<file path="src/hw/rtl/lesf_pkg.sv">
// ----------------------------------------------------------------------------
// lesf_pkg
// Shared widths, constants and types of the largest empty square finder.
// ----------------------------------------------------------------------------
package lesf_pkg;

    localparam int MAX_COLS = 1024;
    localparam int MAX_ROWS = 1024;

    localparam int COL_W  = $clog2(MAX_COLS);
    localparam int ROW_W  = $clog2(MAX_ROWS);
    localparam int SIZE_W = 11;
    localparam int DIM_W  = 11;
    localparam int CHAR_W = 8;
    localparam int ADDR_W = 1;

    localparam logic [CHAR_W-1:0] FREE_CHAR = 8'h2E;

    localparam logic [ADDR_W-1:0] REG_GRID_ROWS = 1'b0;
    localparam logic [ADDR_W-1:0] REG_GRID_COLS = 1'b1;

    typedef struct packed {
        logic [SIZE_W-1:0] size;
        logic [ROW_W-1:0]  row;
        logic [COL_W-1:0]  col;
    } square_t;

    typedef struct packed {
        logic    valid;
        square_t square;
    } result_push_t;

    typedef struct packed {
        logic [1:0] count;
        logic       pop;
    } outbuf_status_t;

endpackage

</file>
<file path="src/hw/rtl/lesf_out_buf.sv">
// ----------------------------------------------------------------------------
// lesf_out_buf
// Two-entry result queue between the scan pipeline and the output channel.
// ----------------------------------------------------------------------------
module lesf_out_buf
    import lesf_pkg::*;
(
    input  logic           clk,
    input  logic           rst_n,
    input  result_push_t   push,
    input  logic           out_ready,
    output logic           out_valid,
    output square_t        out_square,
    output outbuf_status_t status
);

    square_t    slot_reg [2];
    logic [1:0] count_reg;
    logic [1:0] count_next;
    logic       wr_ptr_reg;
    logic       rd_ptr_reg;
    logic       pop;

    assign out_valid  = (count_reg != 2'd0);
    assign out_square = slot_reg[rd_ptr_reg];
    assign pop        = out_valid && out_ready;

    always_comb
    begin
        count_next = count_reg;
        if (push.valid && !pop)
            count_next = count_reg + 2'd1;
        else if (!push.valid && pop)
            count_next = count_reg - 2'd1;
    end

    always_ff @(posedge clk or negedge rst_n)
    begin
        if (!rst_n)
        begin
            count_reg  <= 2'd0;
            wr_ptr_reg <= 1'b0;
            rd_ptr_reg <= 1'b0;
        end
        else
        begin
            count_reg <= count_next;
            if (push.valid)
                wr_ptr_reg <= ~wr_ptr_reg;
            if (pop)
                rd_ptr_reg <= ~rd_ptr_reg;
        end
    end

    always_ff @(posedge clk)
    begin
        if (push.valid)
        begin
            slot_reg[wr_ptr_reg] <= push.square;
        end
    end

    assign status.count = count_reg;
    assign status.pop   = pop;

endmodule

</file>
<file path="config.mk">
export PLATFORM = sky130hd
export DESIGN_NAME = lesf_out_buf
export DESIGN_NICKNAME = d
export VERILOG_FILES = /design/src/hw/rtl/lesf_pkg.sv /design/src/hw/rtl/lesf_out_buf.sv
export SDC_FILE = /design/constraint.sdc
export NUM_CORES = 1
export LEC_CHECK = 0
export ABC_AREA = 1
export BUFFER_PORTS_ARGS = -buffer_cell sky130_fd_sc_hd__buf_2
export CAP_MARGIN = 20
export CORE_AREA = 2 2 72 74
export CTS_CLUSTER_SIZE = 14
export DETAILED_ROUTE_END_ITERATION = 7
export DIE_AREA = 0 0 74 76
export GPL_ROUTABILITY_DRIVEN = 0
export HOLD_SLACK_MARGIN = 0.03
export PLACE_DENSITY_LB_ADDON = 0.05
export REMOVE_ABC_BUFFERS = 1
export SYNTH_ARGS = -nofsm -noshare
export SYNTH_HDL_FRONTEND = slang
export SYNTH_SLANG_ARGS = --single-unit
</file>
<file path="constraint.sdc">
create_clock -name clk -period 5.7 [get_ports clk]
set_input_delay 0.285 -clock clk [delete_from_list [all_inputs] [get_ports clk]]
set_output_delay 0.285 -clock clk [all_outputs]
set_load 0.02 [all_outputs]
</file>
---- Word level (Yosys, flattened, before mapping) ----
Memories as Yosys holds them, arrays and structs flattened.
Index checks and enable logic that the tools add are counted.
storage, ports and cells
  bits in registers ....................... 4
  latch bits .............................. 0
  RAM bits ................................ 62
  ROM bits ................................ 0
  bits of input ports ..................... 35
  output and inout bits ................... 35
  memories ................................ 1
cells by class
  add/subtract/negate cells ............... 2
  multipliers ............................. 0
  div/mod/pow operators ................... 0
  order comparisons ....................... 0
  eq/ne operators ......................... 0
  shift-type cells ........................ 0
  multiplexer cells ....................... 4
  bitwise operators ....................... 2
  reductions and logical operators ........ 7
memories
  name      depth  bits a word  read ports  clocked after Yosys merged registers in  write ports  RTL line            text
  slot_reg  2      31           1           0                                        1            lesf_out_buf.sv:17  square_t slot_reg [2];
operators by type and width
  operator               count
  $mux W2                2
  $reduce_bool A2 Y1     2
  $logic_and A1 B1 Y1    3
  $add A2 B1 Y2 const B  1
  $logic_not A1 Y1       2
  $mux W1                2
  $not A1 Y1             2
  $sub A2 B1 Y2 const B  1

---- Logic depth before layout (Yosys ltp) ----
  depth in word-level cells ............... 5
  depth in mapped cells ................... 9
  depth with buffers taken out ............ 9

---- Worst setup path before layout ----
OpenSTA, ideal clock, no wires.
  path type ............................... register to register
  start ................................... reg wr_ptr_reg
  end ..................................... mem slot_reg[0][0] (netlist bit), enable pin
  arrival time ............................ 1.724 ns
  required time ........................... 5.280 ns
  path slack .............................. 3.557 ns
  cell stages (with the launch flop) ...... 2
  path buffers ............................ 0
  clock period less this slack ............ 2.143 ns
  cells stage by stage .................... dfrtp_1 -> nor2_1
RTL lines
  what                    RTL line            text
  from (decl)             lesf_out_buf.sv:20  logic wr_ptr_reg;
  from (signal assigned)  lesf_out_buf.sv:49  wr_ptr_reg <= ~wr_ptr_reg;
  to (decl)               lesf_out_buf.sv:17
Straight into the memory's write port.

==> report_table.html <==
<table>
<tr><th>Metric</th><th>Value</th></tr>
<tr><th colspan="2">Run status</th></tr>
<tr><td>Result of the run</td><td>finished clean</td></tr>
<tr><th colspan="2">Clocking</th></tr>
<tr><td>Post-CTS setup buffer count</td><td>0</td></tr>
<tr><td>TritonCTS clock tree</td><td>built</td></tr>
<tr><td>Worst-Skew Late Latency</td><td>330 ps</td></tr>
<tr><td>Count of clock tree sinks</td><td>between 60 and 70</td></tr>
<tr><td>CTS buffer count</td><td>9</td></tr>
<tr><td>Post-cts gate resize count</td><td>0</td></tr>
<tr><td>Clock root cell</td><td>sky130_fd_sc_hd__clkbuf_8</td></tr>
<tr><td>Clock Path Buffers</td><td>2</td></tr>
<tr><td>Number of levels in the clock H-tree</td><td>3</td></tr>
<tr><td>Clock transition at the registers of the reported paths</td><td>about 70 ps</td></tr>
<tr><th colspan="2">Timing</th></tr>
<tr><td>Setup repair after global routing missed its margin</td><td>false</td></tr>
<tr><td>Worst-case headroom to the max-slew limit</td><td>40.00%</td></tr>
<tr><td>Actual transition at the worst max-transition pin</td><td>897.9 ps</td></tr>
<tr><td>Pins over their slew limit</td><td>0</td></tr>
<tr><td>Final hold vios</td><td>0</td></tr>
<tr><td>Final Hold Slack</td><td>133.6 ps</td></tr>
<tr><td>Final period utilization</td><td>36.01%</td></tr>
<tr><td>Fin worst setup slack</td><td>3647 ps</td></tr>
<tr><td>Clock period minus worst slack</td><td>2053 ps</td></tr>
<tr><td>Total Negative Setup Slacks</td><td>0 ps</td></tr>
<tr><td>Achievable frequency</td><td>around 0.49 GHz</td></tr>
<tr><td>Setup-failing EPs final</td><td>0</td></tr>
<tr><td>Worst clock skew</td><td>about 4.4 ps</td></tr>
<tr><th colspan="2">Worst setup path</th></tr>
<tr><td>Setup crit start</td><td>rd_ptr_reg</td></tr>
<tr><td>Critical Setup Path Class</td><td>flip-flop to primary output</td></tr>
<tr><td>Critical path data arrival time</td><td>1770 ps</td></tr>
<tr><td>Reg-to-reg critical path startpoint</td><td>wr_ptr_reg</td></tr>
<tr><td>Worst path required time</td><td>5410 ps</td></tr>
<tr><td>CP endpoint kind</td><td>primary output</td></tr>
<tr><td>Maximum fanout encountered on the critical timing path</td><td>32</td></tr>
<tr><td>Crit path launch type</td><td>flip-flop</td></tr>
<tr><th colspan="2">Drt</th></tr>
<tr><td>DRC violation total after the first TritonRoute iteration</td><td>71</td></tr>
<tr><td>Pre-antenna DRT Iters</td><td>4</td></tr>
<tr><td>Remaining DRCs</td><td>0</td></tr>
<tr><td>Routed vias/inst</td><td>4.500</td></tr>
<tr><td>Number of routed nets with antenna violations</td><td>0</td></tr>
<tr><td>Vias post-DR</td><td>between 1500 and 2000</td></tr>
<tr><td>Total detailed-routing wirelength</td><td>4079 um</td></tr>
<tr><td>Routed WL per cell</td><td>12.00 um</td></tr>
<tr><th colspan="2">Synthesis</th></tr>
<tr><td>Post-Synthesis Cells</td><td>191</td></tr>
<tr><td>Number of flip-flops and latches in the synthesized netlist</td><td>66</td></tr>
<tr><td>Synth warnings</td><td>0</td></tr>
<tr><td>Post-synthesis sequential area ratio</td><td>roughly three quarters</td></tr>
<tr><td>Unique masters post-synth</td><td>18</td></tr>
<tr><td>Post-Synthesis Cell Area</td><td>0.002571 mm2</td></tr>
<tr><td>Avg Synthesized Cell Area</td><td>13.46 um2</td></tr>
<tr><th colspan="2">Pwr</th></tr>
<tr><td>Final total power</td><td>approximately 1.7 mW</td></tr>
<tr><td>Pwr per Cell Area</td><td>534.9 mW/mm2</td></tr>
<tr><td>Leakage power summed over all cells</td><td>1.394 nW</td></tr>
<tr><td>IR Drop Worst-Case VDD</td><td>0.3119 mV</td></tr>
<tr><th colspan="2">Global route</th></tr>
<tr><td>Pin count of the biggest net entering global routing</td><td>33</td></tr>
<tr><td>Antenna violations before repair</td><td>0</td></tr>
<tr><td>Global-route wire length before repair</td><td>6506 um</td></tr>
<tr><td>Remaining global-route overflow</td><td>0</td></tr>
<tr><td>Combined global-route utilization of all metal layers</td><td>16.15%</td></tr>
<tr><td>Number of global-route vias before repair</td><td>1454</td></tr>
<tr><th colspan="2">Cells and area</th></tr>
<tr><td>Net total in the final layout</td><td>302</td></tr>
<tr><td>Final cell count without fillers</td><td>340</td></tr>
<tr><td>Most common library cell in the layout ignoring fill and taps</td><td>sky130_fd_sc_hd__nand2_1</td></tr>
<tr><td>Ratio of cells with drive above 1 in the final layout</td><td>37.41%</td></tr>
<tr><td>Commonest cells after routing, fill and taps aside</td><td>sky130_fd_sc_hd__nand2_1, sky130_fd_sc_hd__buf_2, sky130_fd_sc_hd__edfxtp_1, sky130_fd_sc_hd__nand2_2, sky130_fd_sc_hd__clkbuf_8</td></tr>
<tr><td>Layout overhead on the synthesized area</td><td>22.58%</td></tr>
<tr><td>Final antenna diode count</td><td>0</td></tr>
<tr><td>Max reg flops</td><td>62</td></tr>
<tr><th colspan="2">Die</th></tr>
<tr><td>Number of core rows</td><td>26</td></tr>
<tr><td>Die H</td><td>76 um</td></tr>
<tr><td>Placeable core region</td><td>a little under 0.005 mm2</td></tr>
<tr><td>Die width</td><td>around 74 um</td></tr>
<tr><td>Total Die Area</td><td>0.005624 mm2</td></tr>
<tr><td>Initial core utilization</td><td>52.34%</td></tr>
<tr><td>I/O pins</td><td>70</td></tr>
<tr><th colspan="2">Place</th></tr>
<tr><td>Worst setup slack before clock tree synthesis</td><td>around 4000 ps</td></tr>
<tr><td>Number of cells after detailed placement</td><td>around 320</td></tr>
<tr><td>Sum of net half-perimeters after detailed placement</td><td>2587 um</td></tr>
<tr><td>Port bufs</td><td>69</td></tr>
<tr><th colspan="2">Min path</th></tr>
<tr><td>Type of the worst min-delay path</td><td>primary input to flip-flop</td></tr>
<tr><td>Worst hold start</td><td>push[8]</td></tr>
<tr><th colspan="2">Flow run</th></tr>
<tr><td>Max-capacitance violation count</td><td>0</td></tr>
</table>
==> Yosys cell counts <==
library cell,n,area (um2)
sky130_fd_sc_hd__xnor2_1,1,8.760
sky130_fd_sc_hd__edfxtp_1,62,1862
sky130_fd_sc_hd__inv_2,2,7.510
sky130_fd_sc_hd__inv_1,5,18.77
sky130_fd_sc_hd__dfrtp_1,4,100.1
sky130_fd_sc_hd__nor2_1,1,3.750
sky130_fd_sc_hd__nand2_1,91,341.6
sky130_fd_sc_hd__nand3_1,1,5.000
sky130_fd_sc_hd__buf_12,1,20.02
sky130_fd_sc_hd__nand2_2,10,62.56
sky130_fd_sc_hd__clkbuf_8,2,27.53
sky130_fd_sc_hd__inv_8,1,11.26
sky130_fd_sc_hd__ha_1,1,12.51
sky130_fd_sc_hd__xor2_1,1,8.760
sky130_fd_sc_hd__nand4_1,1,6.260
sky130_fd_sc_hd__buf_4,1,7.510
sky130_fd_sc_hd__buf_6,4,45.04
sky130_fd_sc_hd__nand2_4,2,22.52
==> worst max-delay path, stage by stage (launching register included) <==
cell and delay (ps):
sky130_fd_sc_hd__dfrtp_1 770, sky130_fd_sc_hd__buf_8 250, sky130_fd_sc_hd__inv_8 110, sky130_fd_sc_hd__nand2_1 80, sky130_fd_sc_hd__nand2_1 60, sky130_fd_sc_hd__buf_2 160
==> metal layers <==
layer	track usage, %	vias to the layer above	share of wire [%]	wire, um
met2	25.18	50	48	1967
li1	-	781	-	-
met4	10.18	0	3.1	127
met3	4.762	11	5.4	221
met5	0	-	0	0
met1	19.28	688	43	1764
==> path summary, 6_finish.rpt <==
path                                  endpoint  slack, ps  cells past startpoint
worst min register to register    count_reg[1]        500                      2
worst min-delay path            slot_reg[1][8]        130                      1
min in group asynchronous         count_reg[0]        280                      2
worst max register to register  slot_reg[0][9]       4160                      1
max in group asynchronous           rd_ptr_reg       5290                      2
worst max-delay path            out_square[11]       3650                      5
==> report_power, final <==
part	total (mW)	internal (mW)	switching [mW]
combinational	0.581	0.179	0.402
clock	0.406	0.243	0.163
sequential	0.699	0.647	0.0520
==> cell type report <==
type / count / area [um2]
Fill cell: 386 / 1760
Timing Repair Buffer: 72 / 377.9
Sequential cell: 66 / 1962
Clock inverter: 5 / 80.08
Tap cell: 70 / 87.58
Multi-Input combinational cell: 109 / 479.2
Inverter: 8 / 37.54
Clock buffer: 10 / 127.6
==> cells by family (layout without fill, tap and decap cells) <==
group / count (synthesis) / after routing / synth area share (%)
fa+ha+maj: 1 / 1 / 0.4865
buf+inv: 16 / 95 / 5.353
xor+xnor: 2 / 2 / 0.6814
simple gates: 106 / 106 / 17.18
flops: 66 / 66 / 76.30
==> stage by stage <==
stage          utilization [%]  cell area, um2
6_report                 64.16            3152
5_1_grt                  64.16            3152
4_1_cts                  64.16            3152
3_5_place_dp             59.73            2934
3_3_place_gp             59.42            2919
2_1_floorplan                -            2471
==> what timing repair did <==
item,in CTS,in global routing
endpoints found under the hold margin,4,0
endpoints found under the setup margin,0,0
hold buffers,1,0
(Power assumes the default switching activity.)
